[config.mk]
export PLATFORM = sky130hd
export DESIGN_NAME = c2s_sqrt_cell
export DESIGN_NICKNAME = d
export VERILOG_FILES = /design/src/rtl/core/c2s_sqrt_cell.sv
export SDC_FILE = /design/constraint.sdc
export NUM_CORES = 1
export LEC_CHECK = 0
export BUFFER_PORTS_ARGS = -buffer_cell sky130_fd_sc_hd__buf_4
export CAP_MARGIN = 20
export CORE_ASPECT_RATIO = 0.75
export CORE_UTILIZATION = 49
export CTS_CLUSTER_SIZE = 24
export DETAILED_ROUTE_END_ITERATION = 8
export GPL_ROUTABILITY_DRIVEN = 0
export GPL_TIMING_DRIVEN = 0
export HOLD_SLACK_MARGIN = 0.15
export PLACE_DENSITY = 0.78
export SLEW_MARGIN = 20
export SYNTH_ARGS = -nofsm -noshare
export SYNTH_HDL_FRONTEND = slang
export SYNTH_SLANG_ARGS = --single-unit
[constraint.sdc]
create_clock -name clk -period 4.3 [get_ports clk]
set_input_delay 0.43 -clock clk [delete_from_list [all_inputs] [get_ports clk]]
set_output_delay 0.43 -clock clk [all_outputs]
set_load 0.01 [all_outputs]
[src/rtl/core/c2s_sqrt_cell.sv]
module c2s_sqrt_cell #(
  parameter int RW  = 33,
  parameter int POS = 0
) (
  input  logic          clk,
  input  logic          en,
  input  logic [RW-1:0] in_rem,
  input  logic [RW-1:0] in_root,
  output logic [RW-1:0] out_rem,
  output logic [RW-1:0] out_root
);

  localparam logic [RW-1:0] BIT = RW'(1) << (2 * POS);

  logic [RW-1:0] trial;
  logic [RW-1:0] rem_nxt;
  logic [RW-1:0] root_nxt;
  logic [RW-1:0] rem_r;
  logic [RW-1:0] root_r;

  always_comb begin
    trial = in_root + BIT;
    if (in_rem >= trial) begin
      rem_nxt  = in_rem - trial;
      root_nxt = (in_root >> 1) + BIT;
    end else begin
      rem_nxt  = in_rem;
      root_nxt = in_root >> 1;
    end
  end

  always_ff @(posedge clk) begin
    if (en) begin
      rem_r  <= rem_nxt;
      root_r <= root_nxt;
    end
  end

  assign out_rem  = rem_r;
  assign out_root = root_r;

endmodule

==> key figures <==
Run status
  – Status: finished clean

Synth
  – Distinct cell type count after synthesis: 63
  – Top-count cell post-synth: nand2_1
  – Syn avg cell area: 9.277 um^2
  – Primary FF master, synth: edfxtp_1
  – Flops & latches, synth: 66
  – Synth warn: 0
  – EDFF count, synth: 66
  – Synth area leader: edfxtp_1
  – Cell Area, Synth: 0.005390 mm^2
  – Main area contributors after synthesis: edfxtp_1 (37%), xor2_1 (8.3%), ha_1 (8.1%)
  – Top cell type's share of synthesized area: 0.3677
  – Register area share after synthesis: 0.3677
  – Ys async rst share: 0
  – Synthesized netlist cell count: 581
  – Syn nets: 685
  – Synth top cells by count: nand2_1 (78), edfxtp_1 (66), xor2_1 (51)

Power
  – NetSw: 742.0 uW
  – Internal power: 1.652 mW
  – Sequential fraction of design power: 0.344
  – Power, Total: 2.394 mW
  – Power per Cell Area: 331.8 mW/mm^2
  – Logic pwr share: 0.316
  – Static Leak: 2.910 nW
  – Sw frac: 0.3099
  – Clock Power Share: 0.340
  – Peak supply drop: between 150 and 200 uV

Clock network
  – Num CTS Buffers: 9
  – CTS root buffer: clkbuf_16
  – Hold_buf cts: 0
  – H-tree depth: 3
  – Clock buffer depth: 2
  – Clock Pin Slew Worst Setup and Hold Paths: 0.06 ns
  – Clk sinks: 66
  – CTS tree: done

Floorplan
  – CORE AREA: 0.01049 mm^2
  – Die area: about 0.011 mm^2
  – I/O pins: about 130
  – Placement Rows: 32
  – Die Y: 92.83 um
  – Initial Util: 0.5138
  – Die X: between 100 and 150 um

Global route
  – Total GRT Usage: 0.2916
  – Number of global-route vias before repair: 4950
  – Remaining Overflow, GRT: 0
  – First-pass GRT wire length: 25.29 mm
  – Initial antenna violation count: 0
  – Largest net degree at the start of global routing: 67

Drt
  – Router iterations before antenna repair: 7
  – First-iteration detailed-routing DRC count: 601
  – Vias per inst: 6.067
  – Final ANT Viol Nets: 0
  – # DRC: 0
  – Final wirelength: 16.97 mm
  – Routed WL per cell: 19.38 um
  – Via count: roughly 5300

Timing
  – Slew HR: 0.4479
  – Final hold violation count: 0
  – Worst-margin pin slew: ~0.83 ns
  – Final Cycle Share: 0.9865
  – RSZ-0062 raised after global routing: true
  – Final Max Tran Viols: 0
  – Minimum clock period: ~4.2 ns
  – Fmax: 235.7 MHz
  – Endpoints failing setup: 0

Placed design
  – Placed Cells: 840
  – Dpl hpwl: 11.55 mm
  – Buffers added on ports: 123

Setup path
  – CP max stage delay: 0.32 ns
  – Critical-path cell list: buf_4 > ha_4 > and3_4 > nand4_1 > buf_6 > or2_2 > nor2_2 > nand2_1 > xor2_1 > ha_1 > buf_4 > a41oi_1 > o21ai_0 > a211oi_1 > a21oi_1 > o21ai_1 > o21ai_0 > a31oi_1 > xor2_1 > o21ai_0
  – CP Launch Type: input pin
  – Slowest-stage cell, CP: or2_2
  – CP arrival: 4.32 ns
  – Top cell family by delay on the critical path: compound AO/OA/AOI/OAI gates
  – CP endpoint kind: flip-flop
  – Setup CP Type: in -> reg
  – Critical Path Most Common Cell: o21ai_0
  – CP Max Fanout: 4
  – WP buf/inv: 3
  – Worst EP required: 4.38 ns

Finish
  – Sequential cell area: 0.001982 mm^2
  – Multi-input logic area: 0.003426 mm^2
  – Diode count: 0
  – Area delta synth->final: 33.87%
  – Layout cells sized above 1: 0.3027
  – Layout Cells excl Fill: just under 900
  – Filler cell count: 792
  – Nets: 839

Hold path
  – Hold Path Class: in -> reg

Job
  – Max-Cap Viols: 0
cells in the final DEF (no fill, tap or decap), drive strengths merged, types with 2 or more instances in the layout:
cell	n
a211oi	4
a21boi	4
a21o	5
a21oi	25
a31oi	5
and2	6
and2b	2
and3	6
buf	155
bufinv	2
clkbuf	21
edfxtp	66
ha	35
inv	16
mux2	3
nand2	78
nand2b	12
nand3	17
nand4	14
nor2	43
nor2b	5
nor3	24
nor4	10
o211ai	5
o21a	5
o21ai	47
o21bai	3
o31ai	5
or2	4
or3	4
or4	3
xnor2	38
xor2	51
final cells by class:
class,count,area share
clock buffer,10,0.03173
multi-input combinational,478,0.4748
buffer,22,0.02011
sequential,66,0.2747
tap,136,0.02358
clock inverter,6,0.01231
inverter,14,0.007283
timing repair buffer,144,0.1555
path summary, 6_finish.rpt:
kind,from,end,cells past startpoint
max,in_root[1],out_rem[32]$_DFFE_PP_,20
min,in_rem[3],out_rem[3]$_DFFE_PP_,3
state kept, by name (all words and copies together), names as in the netlist:
name / count
out_rem: 33
out_root: 33
power by group through the flow:
stage / combinational (mW) / sequential [mW] / clock, mW
floorplan: 0.358 / 0.875 / 0
global placement: 0.657 / 0.835 / 0
detailed placement: 0.671 / 0.836 / 0
CTS: 0.723 / 0.825 / 0.813
global route: 0.811 / 0.829 / 0.841
finish: 0.758 / 0.824 / 0.813
logic make-up after synthesis:
| family | synth area share |
|---|---|
| AO/OA/AOI/OAI | 0.1467 |
| XOR/XNOR | 0.1474 |
| adder cells (fa/ha/maj) | 0.08496 |
| buffers and inverters | 0.03134 |
| flip-flops | 0.3677 |
| multiplexers | 0.006267 |
| AND/OR/NAND/NOR | 0.2156 |
through the flow:
step | utilization | setup TNS (ns) | setup slack [ns] | hold slack (ns) | area [um^2]
2_1_floorplan | - | 0 | 0.004253 | 0.5425 | 5396
3_3_place_gp | 0.6187 | -53.36 | -1.080 | 0.7230 | 6490
3_5_place_dp | 0.6187 | -57.22 | -1.129 | 0.7261 | 6490
4_1_cts | 0.6751 | 0 | 0.02086 | 0.3812 | 7082
5_1_grt | 0.6879 | -0.6565 | -0.06307 | 0.3860 | 7216
6_report | 0.6879 | 0 | 0.05812 | 0.3833 | 7216
per-layer routing:
layer,global-route usage,share of wire
met1,0.4034,0.42
met2,0.4312,0.43
met3,0.06589,0.10
met4,0.1325,0.044
met5,0,0
what timing repair did:
item	CTS	global route
gates resized for setup	26	33
buffers inserted	18	1
pin swaps	12	5
setup endpoints to repair	66	66
cloned	2	0
No activity file was read; power rests on OpenSTA's default activity.
