`config.mk`:
```
export PLATFORM = sky130hd
export DESIGN_NAME = c2s_cordic_cell
export DESIGN_NICKNAME = d
export VERILOG_FILES = /design/src/rtl/core/c2s_pkg.sv /design/src/rtl/core/c2s_cordic_cell.sv
export SDC_FILE = /design/constraint.sdc
export NUM_CORES = 1
export LEC_CHECK = 0
export BUFFER_PORTS_ARGS = -buffer_cell sky130_fd_sc_hd__buf_2
export CORE_MARGIN = 4
export CORE_UTILIZATION = 57
export CTS_BUF_LIST = sky130_fd_sc_hd__clkbuf_2 sky130_fd_sc_hd__clkbuf_4 sky130_fd_sc_hd__clkbuf_8
export DETAILED_ROUTE_END_ITERATION = 10
export HOLD_SLACK_MARGIN = 0.08
export PLACE_DENSITY_LB_ADDON = 0.05
export SLEW_MARGIN = 5
export SYNTH_ARGS = -nofsm -noshare
export SYNTH_HDL_FRONTEND = slang
export SYNTH_SLANG_ARGS = --single-unit
export TNS_END_PERCENT = 20
```
`constraint.sdc`:
```
create_clock -name clk -period 3.55 [get_ports clk]
set_input_delay 0.1775 -clock clk [delete_from_list [all_inputs] [get_ports clk]]
set_output_delay 0.1775 -clock clk [all_outputs]
set_load 0.02 [all_outputs]
```
`src/rtl/core/c2s_pkg.sv`:
```
package c2s_pkg;

  localparam int CORDIC_STEPS = 30;
  localparam int SCALE_BITS   = 24;
  // z is scaled by the CORDIC gain in Q30, then brought back to the 2^24 scale
  localparam int GAIN_SHIFT   = 30 - SCALE_BITS;
  localparam logic signed [31:0] GAIN_Q30 = 32'sd1768195363;

  localparam logic [31:0] QUARTER_POS = 32'h4000_0000;
  localparam logic [31:0] QUARTER_NEG = 32'hC000_0000;

  // round(atan(2^-i) * 2^31 / pi), a full turn being 2^32
  localparam logic [31:0] ATAN_TAB [CORDIC_STEPS] = '{
    32'd536870912, 32'd316933406, 32'd167458907, 32'd85004756, 32'd42667331,
    32'd21354465,  32'd10679838,  32'd5340245,   32'd2670163,  32'd1335087,
    32'd667544,    32'd333772,    32'd166886,    32'd83443,    32'd41722,
    32'd20861,     32'd10430,     32'd5215,      32'd2608,     32'd1304,
    32'd652,       32'd326,       32'd163,       32'd81,       32'd41,
    32'd20,        32'd10,        32'd5,         32'd3,        32'd1
  };

  typedef enum logic [1:0] {
    ST_OK     = 2'd0,
    ST_UNINIT = 2'd1,
    ST_ZERO   = 2'd2
  } status_t;

endpackage

```
`src/rtl/core/c2s_cordic_cell.sv`:
```
module c2s_cordic_cell #(
  parameter int CW   = 45,
  parameter int STEP = 0,
  parameter int SW   = 8
) (
  input  logic                 clk,
  input  logic                 rst_n,
  input  logic                 en,
  input  logic                 in_valid,
  input  logic signed [CW-1:0] in_x,
  input  logic signed [CW-1:0] in_y,
  input  logic [31:0]          in_acc,
  input  logic [SW-1:0]        in_side,
  output logic                 out_valid,
  output logic signed [CW-1:0] out_x,
  output logic signed [CW-1:0] out_y,
  output logic [31:0]          out_acc,
  output logic [SW-1:0]        out_side
);

  localparam logic [31:0] ANGLE = c2s_pkg::ATAN_TAB[STEP];

  logic signed [CW-1:0] xs;
  logic signed [CW-1:0] ys;
  logic signed [CW-1:0] x_nxt;
  logic signed [CW-1:0] y_nxt;
  logic [31:0]          acc_nxt;
  logic                 valid_r;
  logic signed [CW-1:0] x_r;
  logic signed [CW-1:0] y_r;
  logic [31:0]          acc_r;
  logic [SW-1:0]        side_r;

  always_comb begin
    xs = in_x >>> STEP;
    ys = in_y >>> STEP;
    // rotate toward y = 0
    if (!in_y[CW-1]) begin
      x_nxt   = in_x + ys;
      y_nxt   = in_y - xs;
      acc_nxt = in_acc + ANGLE;
    end else begin
      x_nxt   = in_x - ys;
      y_nxt   = in_y + xs;
      acc_nxt = in_acc - ANGLE;
    end
  end

  always_ff @(posedge clk) begin
    if (!rst_n) begin
      valid_r <= 1'b0;
    end else if (en) begin
      valid_r <= in_valid;
    end
  end

  always_ff @(posedge clk) begin
    if (en) begin
      x_r    <= x_nxt;
      y_r    <= y_nxt;
      acc_r  <= acc_nxt;
      side_r <= in_side;
    end
  end

  assign out_valid = valid_r;
  assign out_x     = x_r;
  assign out_y     = y_r;
  assign out_acc   = acc_r;
  assign out_side  = side_r;

endmodule
```
==> results by group <==
Final layout
  • P&R area growth vs syn: 22.8%
  • Fill count: 1733
  • Final net count: 2005
  • Area of the multi-input gates: 7400 µm²
  • Layout cells sized above 1: 23.3%
  • FF+latch area: 3890 µm²

Timing
  • Crit path time final: 3.06 ns
  • Endpoints failing setup: 0
  • Worst slew pin tran: 0.854 ns
  • Relative slew slack: 43.0%
  • Setup TNS: 0 ns
  • Final hold vios: 0
  • Fin crit share: 86.3%
  • RSZ-0062 raised after global routing: no
  • Pins over their slew limit: 0
  • Setup ws final: 0.488 ns
  • FMAX: 0.327 GHz
  • Clock skew: 0 ns

Place
  • Final Wtd Congestion: 1.02
  • Port bufs: 264
  • Post-detail-place hpwl: 32800 µm
  • DP Worst Slack: 0.139 ns

Die
  • Rows: 53
  • Starting Density: 57.7%
  • Die footprint: 23600 µm²
  • DIE HEIGHT: 154 µm
  • Die X: 154 µm
  • CORE AREA: 21000 µm²
  • Boundary pin count: 265

Setup path
  • Crit path max fanout: 11
  • Startpoint types: primary input
  • Worst endpoint data arrival time: 3.27 ns
  • Required time at the endpoint of the critical path: 3.76 ns
  • Crit end category: flip-flop
  • CP Class: in -> reg
  • Worst R2R Setup Slack: 2.37 ns

GRT
  • Pin count of the biggest net entering global routing: 74
  • Vias in the first global route: 11900
  • Congestion Overflow GR: 0
  • First-pass GRT wire length: 64800 µm
  • GRT Total Usage: 34.2%
  • Initial antenna violation count: 1

Synthesis
  • Post-Syn Nets: 1668
  • Synth Area in Simple Gates: 13.1%
  • Cell count after synthesis: 1398
  • Mapped Area: 12100 µm²
  • Warnings, synthesis: 0
  • Post-synthesis xor/xnor area fraction: 6.30%
  • Main combinational cell family by area after synthesis: compound AO/OA/AOI/OAI gates
  • Compound-Gate Fraction of Synth Area: 25.7%
  • Ys async rst share: 0%
  • Avg Cell Area, Syn: 8.65 µm²
  • Synth cell types: 81
  • Yosys reg bits: 130
  • Post-Synth Adder-Cell Area: 14.3%
  • Sequential share of the synthesized area: 32.2%
  • Post-synth EDFFs: 129
  • Ys flop type: edfxtp_1
  • Post-synthesis mux area share: 1.82%

Power and ir drop
  • Pleak: 6.74 nW
  • PD cells: 386 nW/µm²
  • VDD IR max: 222 µV

CTS
  • CTS root buf: clkbuf_8
  • TritonCTS clock tree: yes
  • Sink Count: 130
  • Post-CTS sizing: 0
  • Clk Latency, worst-skew pair: 0.46 ns
  • Clk slew on worst S/H paths: 0.09 ns
  • H-tree Lvls: 4
  • Clock tree buffer depth: 2
  • Inserted Clock Buffers: 17

Flow run
  • MaxCap Viol Count: 0

Detailed routing
  • Detail-routed via count per cell: 6.05
  • Wire per inst: 20.8 µm
  • Starting DRC count in detailed routing: 1333
  • WL final: 42200 µm
  • Post-route ant nets: 0
  • 1st-pass router iterations: 8
  • # DRC: 0
  • Routed vias: 12300

Hold path
  • Worst Hold Class: in -> reg

Run status
  • Outcome: finished, final reports clean
## sequential cells by signal, indices dropped and copies added (netlist names)
name	flops
out_acc	32
out_side	8
out_valid	1
out_x	45
out_y	44
## metal layers
layer	vias up	GRT usage [%]	wire length, µm
li1	5693	-	-
met1	5731	45.3	17200
met2	734	57.2	19800
met3	99	6.36	3930
met4	0	10.5	1190
met5	-	0	0
## critical path, stage by stage
cell and delay [ns]:
buf_2 0.10, inv_1 0.05, ha_1 0.51, nor4_1 0.09, buf_4 0.15, nand2_1 0.05, o311ai_0 0.15, a211oi_1 0.44
a31oi_1 0.25, a211oi_1 0.67, o41ai_1 0.16, buf_4 0.17, a21oi_1 0.19, xnor2_1 0.10
## synthesized netlist by cell type, types with 10 or more instances
| cell type | count | area [µm²] |
|---|---|---|
| xor2_1 | 20 | 175 |
| mux2i_1 | 22 | 220 |
| inv_1 | 126 | 473 |
| nor2b_1 | 24 | 150 |
| o21ai_0 | 91 | 455 |
| o31ai_1 | 14 | 105 |
| a21oi_1 | 190 | 951 |
| xnor2_1 | 67 | 587 |
| nor3_1 | 19 | 95.1 |
| o21a_1 | 10 | 75.1 |
| buf_1 | 14 | 52.6 |
| nor2_1 | 117 | 439 |
| a21o_1 | 39 | 293 |
| nand2b_1 | 14 | 87.6 |
| clkbuf_1 | 33 | 124 |
| ha_1 | 132 | 1650 |
| nor4_1 | 11 | 68.8 |
| nand2_1 | 89 | 334 |
| o211ai_1 | 10 | 75.1 |
| nand4_1 | 11 | 68.8 |
| o21bai_1 | 29 | 218 |
| a211oi_1 | 20 | 150 |
| buf_2 | 11 | 55.1 |
| edfxtp_1 | 129 | 3870 |
| nand3_1 | 21 | 105 |
## worst paths after layout
kind / from / end / depth (start not counted)
setup / recovery: in_x[9] / out_y[37] / 14
hold / removal: in_x[44] / out_y[44] / 2
setup reg to reg: out_valid / out_valid / 3
hold reg to reg: out_valid / out_valid / 3
## power breakdown
part / total (mW) / internal, mW / leakage, nW / switching [mW]
logic: 2.40 / 0.870 / 5.28 / 1.53
registers: 2.05 / 1.98 / 1.27 / 0.0668
clock network: 1.29 / 0.580 / 0.188 / 0.710
## cell families (layout without fill, tap and decap cells)
group	after synthesis	count (layout)
compound gates	486	486
simple gates	337	337
buf+inv	200	550
fa+ha+maj	136	136
mux	22	22
flops	130	130
other cells	0	2
xor+xnor	87	87
## per-stage QoR
stage | power, mW | area (µm²) | hold WS, ns | std cells | util (%)
after detailed placement | 4.37 | 14100 | 0.356 | 1951 | 67.2
after global placement | 4.35 | 14100 | 0.354 | 1951 | 67.2
final | 5.73 | 14800 | 0.100 | 2025 | 70.9
after global routing | 5.97 | 14800 | 0.0994 | 2024 | 70.8
after floorplan | 3.52 | 12100 | 0.276 | 1398 | -
after CTS | 5.66 | 14800 | 0.0862 | 2023 | 70.8
## cell type report
class	count	share of cell area, %
inverters	136	3.44
flip-flops and latches	130	26.2
well taps	275	2.32
multi-input cells	1068	49.9
repair buffers	382	15.7
clock inverters	12	0.733
diodes	2	0.0337
clock buffers	20	1.73
## repair_timing
item / CTS / global route
hold buffers: 40 / 0
hold endpoints to repair: 39 / 0
setup buffers: 0 / 0
## placed cells by master, fill, tap and decap left out, types with 5 or more instances in the layout
| cell | synthesis | final |
|---|---|---|
| buf_2 | 11 | 262 |
| a21oi_1 | 190 | 190 |
| ha_1 | 132 | 132 |
| edfxtp_1 | 129 | 129 |
| inv_1 | 126 | 126 |
| nor2_1 | 117 | 117 |
| o21ai_0 | 91 | 91 |
| nand2_1 | 89 | 89 |
| buf_4 | 5 | 79 |
| xnor2_1 | 67 | 67 |
| dlygate4sd3_1 | 0 | 40 |
| a21o_1 | 39 | 39 |
| o21bai_1 | 29 | 29 |
| nor2b_1 | 24 | 24 |
| mux2i_1 | 22 | 22 |
| nand3_1 | 21 | 21 |
| xor2_1 | 20 | 20 |
| a211oi_1 | 20 | 20 |
| nor3_1 | 19 | 19 |
| clkbuf_8 | 0 | 17 |
| nand2b_1 | 14 | 14 |
| o31ai_1 | 14 | 14 |
| nor4_1 | 11 | 11 |
| nand4_1 | 11 | 11 |
| o21a_1 | 10 | 10 |
| o211ai_1 | 10 | 10 |
| inv_2 | 9 | 9 |
| a31oi_1 | 9 | 9 |
| o21ai_1 | 9 | 9 |
| or4_1 | 5 | 5 |
(Power assumes the default switching activity.)
